## src/rtl/pcba_pkg.sv

```systemverilog
// ----------------------------------------------------------------------------
// pcba_pkg
// Shared constants, codes and types of the paged cache block allocator.
// ----------------------------------------------------------------------------
package pcba_pkg;

  localparam int TOTAL_BLOCKS           = 4096;
  localparam int MAX_REQUESTS           = 256;
  localparam int MAX_BLOCKS_PER_REQUEST = 64;

  localparam int BLK_W   = 12;   // block id
  localparam int TOT_W   = 13;   // free block count
  localparam int SLOT_W  = 8;
  localparam int LEN_W   = 15;
  localparam int EIDX_W  = 6;
  localparam int CNT_W   = 7;
  localparam int BS_W    = 9;
  localparam int VAL_W   = 20;

  // Actions.
  localparam logic [2:0] ACT_ALLOC      = 3'd0;
  localparam logic [2:0] ACT_APPEND_TOK = 3'd1;
  localparam logic [2:0] ACT_APPEND_BLK = 3'd2;
  localparam logic [2:0] ACT_RELEASE    = 3'd3;
  localparam logic [2:0] ACT_MAP_SLOT   = 3'd4;
  localparam logic [2:0] ACT_READ_ENTRY = 3'd5;

  // Statuses.
  localparam logic [2:0] ST_OK      = 3'd0;
  localparam logic [2:0] ST_EXISTS  = 3'd1;
  localparam logic [2:0] ST_UNKNOWN = 3'd2;
  localparam logic [2:0] ST_NOFREE  = 3'd3;
  localparam logic [2:0] ST_BADARG  = 3'd4;
  localparam logic [2:0] ST_FULL    = 3'd5;

  // Configuration register indexes.
  localparam logic [1:0] CFG_TOK_PER_BLK = 2'd0;
  localparam logic [1:0] CFG_USABLE      = 2'd1;
  localparam logic [1:0] CFG_RESERVE     = 2'd2;

  typedef struct packed {
    logic             start;
    logic [LEN_W-1:0] dividend;
    logic [BS_W-1:0]  divisor;
  } div_req_t;

  typedef struct packed {
    logic             done;
    logic [LEN_W-1:0] quot;
    logic [BS_W-1:0]  rem;
  } div_rsp_t;

endpackage

```

## src/rtl/pcba_div.sv

```systemverilog
// ----------------------------------------------------------------------------
// pcba_div
// Restoring divider, one quotient bit per cycle, for token counts by block size.
// ----------------------------------------------------------------------------
module pcba_div (
  input  logic               clk,
  input  logic               rst_n,
  input  pcba_pkg::div_req_t req,
  output pcba_pkg::div_rsp_t rsp
);
  import pcba_pkg::*;

  logic             busy_r;
  logic             done_r;
  logic [3:0]       step_r;
  logic [LEN_W-1:0] quo_r;
  logic [BS_W-1:0]  rem_r;
  logic [BS_W-1:0]  dvs_r;
  logic [BS_W:0]    rem_sh;
  logic             ge;
  logic [BS_W:0]    rem_sub;

  assign rem_sh  = {rem_r, quo_r[LEN_W-1]};
  assign ge      = rem_sh >= {1'b0, dvs_r};
  assign rem_sub = rem_sh - {1'b0, dvs_r};

  always_ff @(posedge clk) begin
    if (!rst_n) begin
      busy_r <= 1'b0;
      done_r <= 1'b0;
      step_r <= '0;
    end else begin
      done_r <= !req.start && busy_r && (step_r == 4'(LEN_W - 1));
      if (req.start) begin
        busy_r <= 1'b1;
        step_r <= '0;
      end else if (busy_r) begin
        step_r <= step_r + 4'd1;
        if (step_r == 4'(LEN_W - 1)) begin
          busy_r <= 1'b0;
        end
      end
    end
  end

  always_ff @(posedge clk) begin
    if (req.start) begin
      quo_r <= req.dividend;
      rem_r <= '0;
      dvs_r <= req.divisor;
    end else if (busy_r) begin
      quo_r <= {quo_r[LEN_W-2:0], ge};
      rem_r <= ge ? rem_sub[BS_W-1:0] : rem_sh[BS_W-1:0];
    end
  end

  assign rsp.done = done_r;
  assign rsp.quot = quo_r;
  assign rsp.rem  = rem_r;

endmodule
```

## config.mk

```make
export PLATFORM = sky130hd
export DESIGN_NAME = pcba_div
export DESIGN_NICKNAME = d
export VERILOG_FILES = /design/src/rtl/pcba_pkg.sv /design/src/rtl/pcba_div.sv
export SDC_FILE = /design/constraint.sdc
export NUM_CORES = 1
export LEC_CHECK = 0
export ABC_AREA = 1
export BUFFER_PORTS_ARGS = -buffer_cell sky130_fd_sc_hd__buf_2
export CORE_MARGIN = 2
export CORE_UTILIZATION = 45
export DETAILED_ROUTE_END_ITERATION = 16
export PLACE_DENSITY = 0.68
export SYNTH_ARGS = -nofsm -noshare
export SYNTH_HDL_FRONTEND = slang
export SYNTH_SLANG_ARGS = --single-unit
```

## constraint.sdc

```tcl
create_clock -name clk -period 2.6 [get_ports clk]
set_input_delay 0.39 -clock clk [delete_from_list [all_inputs] [get_ports clk]]
set_output_delay 0.39 -clock clk [all_outputs]
set_load 0.05 [all_outputs]
```

After elaboration in Yosys (flattened, before gate mapping) --
Index checks and enable logic that the tools add are counted. W data, S select, Z words.
Storage, ports and cells: input port bits 27, register bits 39, output and inout port bits 25, word-level logic and storage cells 22
Operators by class: reductions and logical operators 5, bitwise gates (word level) 1, order comparisons 1, multiplexer cells 6, add/subtract/negate cells 2, equality and inequality tests 1
Operators with widths (count):
- $mux W15 | 2
- $ge A10 B9 Y1 | 1
- $mux W9 | 1
- $sub A9 B9 Y9 | 1
- $add A4 B1 Y4 const B | 1
- $eq A4 B4 Y1 const B | 1
- $mux W1 | 3
- $logic_and A1 B1 Y1 | 2
- $reduce_bool A2 Y1 | 1
- $reduce_or A2 Y1 | 1
- $logic_not A1 Y1 | 1
- $not A1 Y1 | 1

Logic depth before layout (Yosys ltp) --
depth in word-level cells 4, depth in mapped cells 13, gate-level depth less buffers 13

Least setup slack after synthesis --
No wires, ideal clock.
path type register to register, from register quo_r[14], to register quo_r[0] (data pin), cell stages (with the launch flop) 10, setup slack 0.501 ns, library setup time 0.262 ns, arrival 1.837 ns, clock period less this slack 2.099 ns, path buffers 1, required time 2.338 ns, cells stage by stage edfxtp_1 -> inv_1 -> ha_1 -> inv_1 -> fa_1 -> nand4_1 -> nand2_1 -> nand2_2 -> buf_6 -> a31oi_1
On the way: word-level cells in the longest chain between the ends 3
RTL lines:
- start: declaration | RTL line pcba_div.sv:16 | logic [LEN_W-1:0] quo_r;
- start signal: assignment | RTL line pcba_div.sv:48 | quo_r <= req.dividend;
- start signal: assignment | RTL line pcba_div.sv:52 | quo_r <= {quo_r[LEN_W-2:0], ge};
- $ge A10 B9 Y1 | RTL line pcba_div.sv:24 | assign ge = rem_sh >= {1'b0, dvs_r};
- $mux W15 | RTL line pcba_div.sv:51 | end else if (busy_r) begin
- $mux W15 | RTL line pcba_div.sv:47 | if (req.start) begin
Every way passes these cells. The select of a mux whose other input is x is not followed. A chain may end at the register's enable or synchronous reset.

Worst setup path after layout --
from register quo_r[14], to register rem_r[7]
On the way: word-level cells in the longest chain between the ends 2, elaborated cells on any way between the ends 3, those cells by class add/sub: 1; order compare: 1; mux: 1
RTL lines:
- $sub A9 B9 Y9 or $ge A10 B9 Y1 (tied branches) | RTL line pcba_div.sv:25, pcba_div.sv:24
- $mux W9 (*) | RTL line pcba_div.sv:53 | rem_r <= ge ? rem_sub[BS_W-1:0] : rem_sh[BS_W-1:0];
- end signal: assignment | RTL line pcba_div.sv:53
- end: declaration | RTL line pcba_div.sv:17 | logic [BS_W-1:0] rem_r;
Every way passes the cells marked *; elsewhere a longest branch is shown, timed or not.

==> flow_metrics.env <==
export IMPL_async_reset_ff_frac=0
export IMPL_hold_class="in -> reg"
export IMPL_drive_gt1_frac=0.217
export IMPL_maxSlewHeadroom=0.621
export IMPL_cts_resized=0
export IMPL_avgSynthCellArea_um2=7.94
export IMPL_synth_flop_cell="edfxtp_1"
export IMPL_vias_per_cell=4.89
export IMPL_grt_max_degree=25
export IMPL_worstPathArrival_ns=2.26
export IMPL_synth_area_um2=2140
export IMPL_crit_start="quo_r[14]"
export IMPL_ios=52
export IMPL_core_um2=4660
export IMPL_cp_max_fo=11
export IMPL_cts_clk_slew_worst_paths_ns=0.08
export IMPL_nets=361
export IMPL_fin_util=0.539
export IMPL_hpwl_mm=3.32
export IMPL_synthDistinctLibCells=26
export IMPL_worstPathRequired_ns=2.84
export IMPL_htreeDepth=2
export IMPL_dr_pass1_iters=4
export IMPL_cts_hold_buffers_added=0
export IMPL_syn_inst=270
export IMPL_hold_viol=0
export IMPL_finalMaxSlewViolations=0
export IMPL_setup_tns_ns=0
export IMPL_rr_startpoint="quo_r[14]"
export IMPL_syn_nets=309
export IMPL_ir_drop_mv=0.360
export IMPL_overflow=0
export IMPL_grtUsageMet3=0.0608
export IMPL_grtUsageTotal=0.181
export IMPL_worst_slew_pin_slew_ns=0.568
export IMPL_gr_usage_met2=0.285
export IMPL_critPathCaptureType="flip-flop"
export IMPL_rows=25
export IMPL_synth_enable_flop_cells=24
export IMPL_drt_initial_drc_count=95
export IMPL_status="complete, no violations"
export IMPL_first_global_vias=1677
export IMPL_wl_mm=4.44
export IMPL_hold_path_startpoint="req[4]"
export IMPL_startpoint_type="flip-flop"
export IMPL_p_leak_nw=1.36
export IMPL_gr_max_usage_layer="met2"
export IMPL_min_period_ns=2.02
export IMPL_power_density_nw_per_um2=573
export IMPL_yosys_warnings=0
export IMPL_finalWorstSetupSlack_ns=0.576
export IMPL_clock_skew_ns=0.00432
export IMPL_portBuffers=51
export IMPL_ys_seq_elements=39
export IMPL_clkSinkCount=39
export IMPL_insertion_delay_ns=0.29
export IMPL_dpl_worst_slack_ns=0.611
export IMPL_post_cts_setup_buffers=0
export IMPL_grtUsageMet1=0.230
export IMPL_die_w_um=73.0
export IMPL_grt_pass1_wl_mm=7.40
export IMPL_setup_viol=0
export IMPL_ys_seq_area_frac=0.476
export IMPL_antenna_found_initial=0
export IMPL_gp_congestion=0.836
export IMPL_clock_path_buffers=2
export IMPL_rsz0062_at_grt="false"
export IMPL_cts_buffers=5
export IMPL_remaining_drc_errors=0
export IMPL_wl_per_cell_um=11.8
export IMPL_clock_fmax_mhz=494
export IMPL_worstSetupPathType="reg -> reg"
export IMPL_n_antenna_cell=0
export IMPL_die_h_um=73.0
export IMPL_maxCapViolCount=0
export IMPL_cts_root_buf="clkbuf_8"
export IMPL_period_share=0.779
export IMPL_ant_nets=0
export IMPL_dieArea_um2=5330
export IMPL_syn2layout_area_growth_pct=17.0
export IMPL_start_util=0.460
export IMPL_cts_tree="yes"
export IMPL_num_vias=1843
[worst max-delay path, stage by stage, from the launching register on]
cell,delay (ns)
edfxtp_1,0.38
inv_1,0.10
ha_1,0.15
inv_1,0.07
fa_1,0.43
nand4_1,0.13
nand2_1,0.09
nand2_2,0.21
nand2_2,0.18
nand2_1,0.10
nand3_1,0.06
nand2_1,0.06
[final timing paths]
| kind | end | slack (ns) | depth (start not counted) |
|---|---|---|---|
| hold / removal | dvs_r[4] | 0.27 | 1 |
| setup reg to reg | rem_r[7] | 0.58 | 11 |
| setup / recovery | rem_r[7] | 0.58 | 11 |
| hold reg to reg | step_r[3] | 0.45 | 1 |
[cells by family (layout without fill, tap and decap cells)]
kind of cell / after synthesis / after routing / share of synthesized area
DFF: 39 / 39 / 0.476
xor gates and xnor gates: 3 / 3 / 0.0123
adders and majority gates: 12 / 12 / 0.0735
and+or+nand+nor: 155 / 155 / 0.312
AOI/OAI and AO/OA: 13 / 13 / 0.0309
buffers and inverters: 48 / 101 / 0.0951
[routing by layer]
metal	share of wire	up-vias
li1	-	958
met1	0.46	824
met2	0.46	54
met3	0.065	7
met4	0.018	0
met5	0	-
[flip-flops by register name, summed over array words and instances (netlist names)]
register	count
busy_r	1
done_r	1
step_r	4
quo_r	15
dvs_r	9
rem_r	9
[synthesized netlist by cell type, types with 2 or more instances]
| library cell | number | area share |
|---|---|---|
| a21oi_1 | 9 | 0.021 |
| buf_4 | 2 | 0.0070 |
| buf_6 | 2 | 0.011 |
| clkbuf_1 | 3 | 0.0053 |
| dfxtp_1 | 15 | 0.14 |
| edfxtp_1 | 24 | 0.34 |
| ha_1 | 11 | 0.064 |
| inv_1 | 38 | 0.067 |
| nand2_1 | 108 | 0.19 |
| nand2_2 | 4 | 0.012 |
| nand3_1 | 24 | 0.056 |
| nand3_2 | 3 | 0.014 |
| nand4_1 | 2 | 0.0058 |
| nor2_1 | 9 | 0.016 |
| o21ai_0 | 3 | 0.0070 |
| xnor2_1 | 3 | 0.012 |
[stage by stage]
| stage | hold WS [ns] | power (mW) | std cells | area (um2) |
|---|---|---|---|---|
| after floorplan | 0.421 | 0.975 | 270 | 2140 |
| final | 0.271 | 1.44 | 377 | 2510 |
| after CTS | 0.263 | 1.45 | 377 | 2510 |
| after detailed placement | 0.445 | 1.06 | 369 | 2430 |
| after global routing | 0.258 | 1.52 | 377 | 2510 |
| after global placement | 0.439 | 1.06 | 369 | 2430 |
[layout make-up]
type                       count  area (um2)
fill                         464        2150
sequential                    39        1020
multi-input combinational    183         920
timing repair buffer          53         270
inverter                      40         150
clock buffer                   7        76.3
tap                           54        67.6
clock inverter                 1        5.00
[cell usage in the layout, fill, tap and decap left out, types with 3 or more instances in the layout]
| master | n |
|---|---|
| buf_2 | 51 |
| clkbuf_8 | 5 |
| nand2_1 | 108 |
| dfxtp_1 | 15 |
| inv_1 | 38 |
| nand2_2 | 4 |
| a21oi_1 | 9 |
| edfxtp_1 | 24 |
| nand3_1 | 24 |
| xnor2_1 | 3 |
| o21ai_0 | 3 |
| nand3_2 | 3 |
| nor2_1 | 9 |
| ha_1 | 11 |
[power by group]
| part | switching [mW] | total (mW) | internal, mW |
|---|---|---|---|
| Combinational | 0.223 | 0.314 | 0.0915 |
| Clock | 0.206 | 0.395 | 0.188 |
| Sequential | 0.0244 | 0.730 | 0.706 |
No activity file was read; power rests on OpenSTA's default activity.
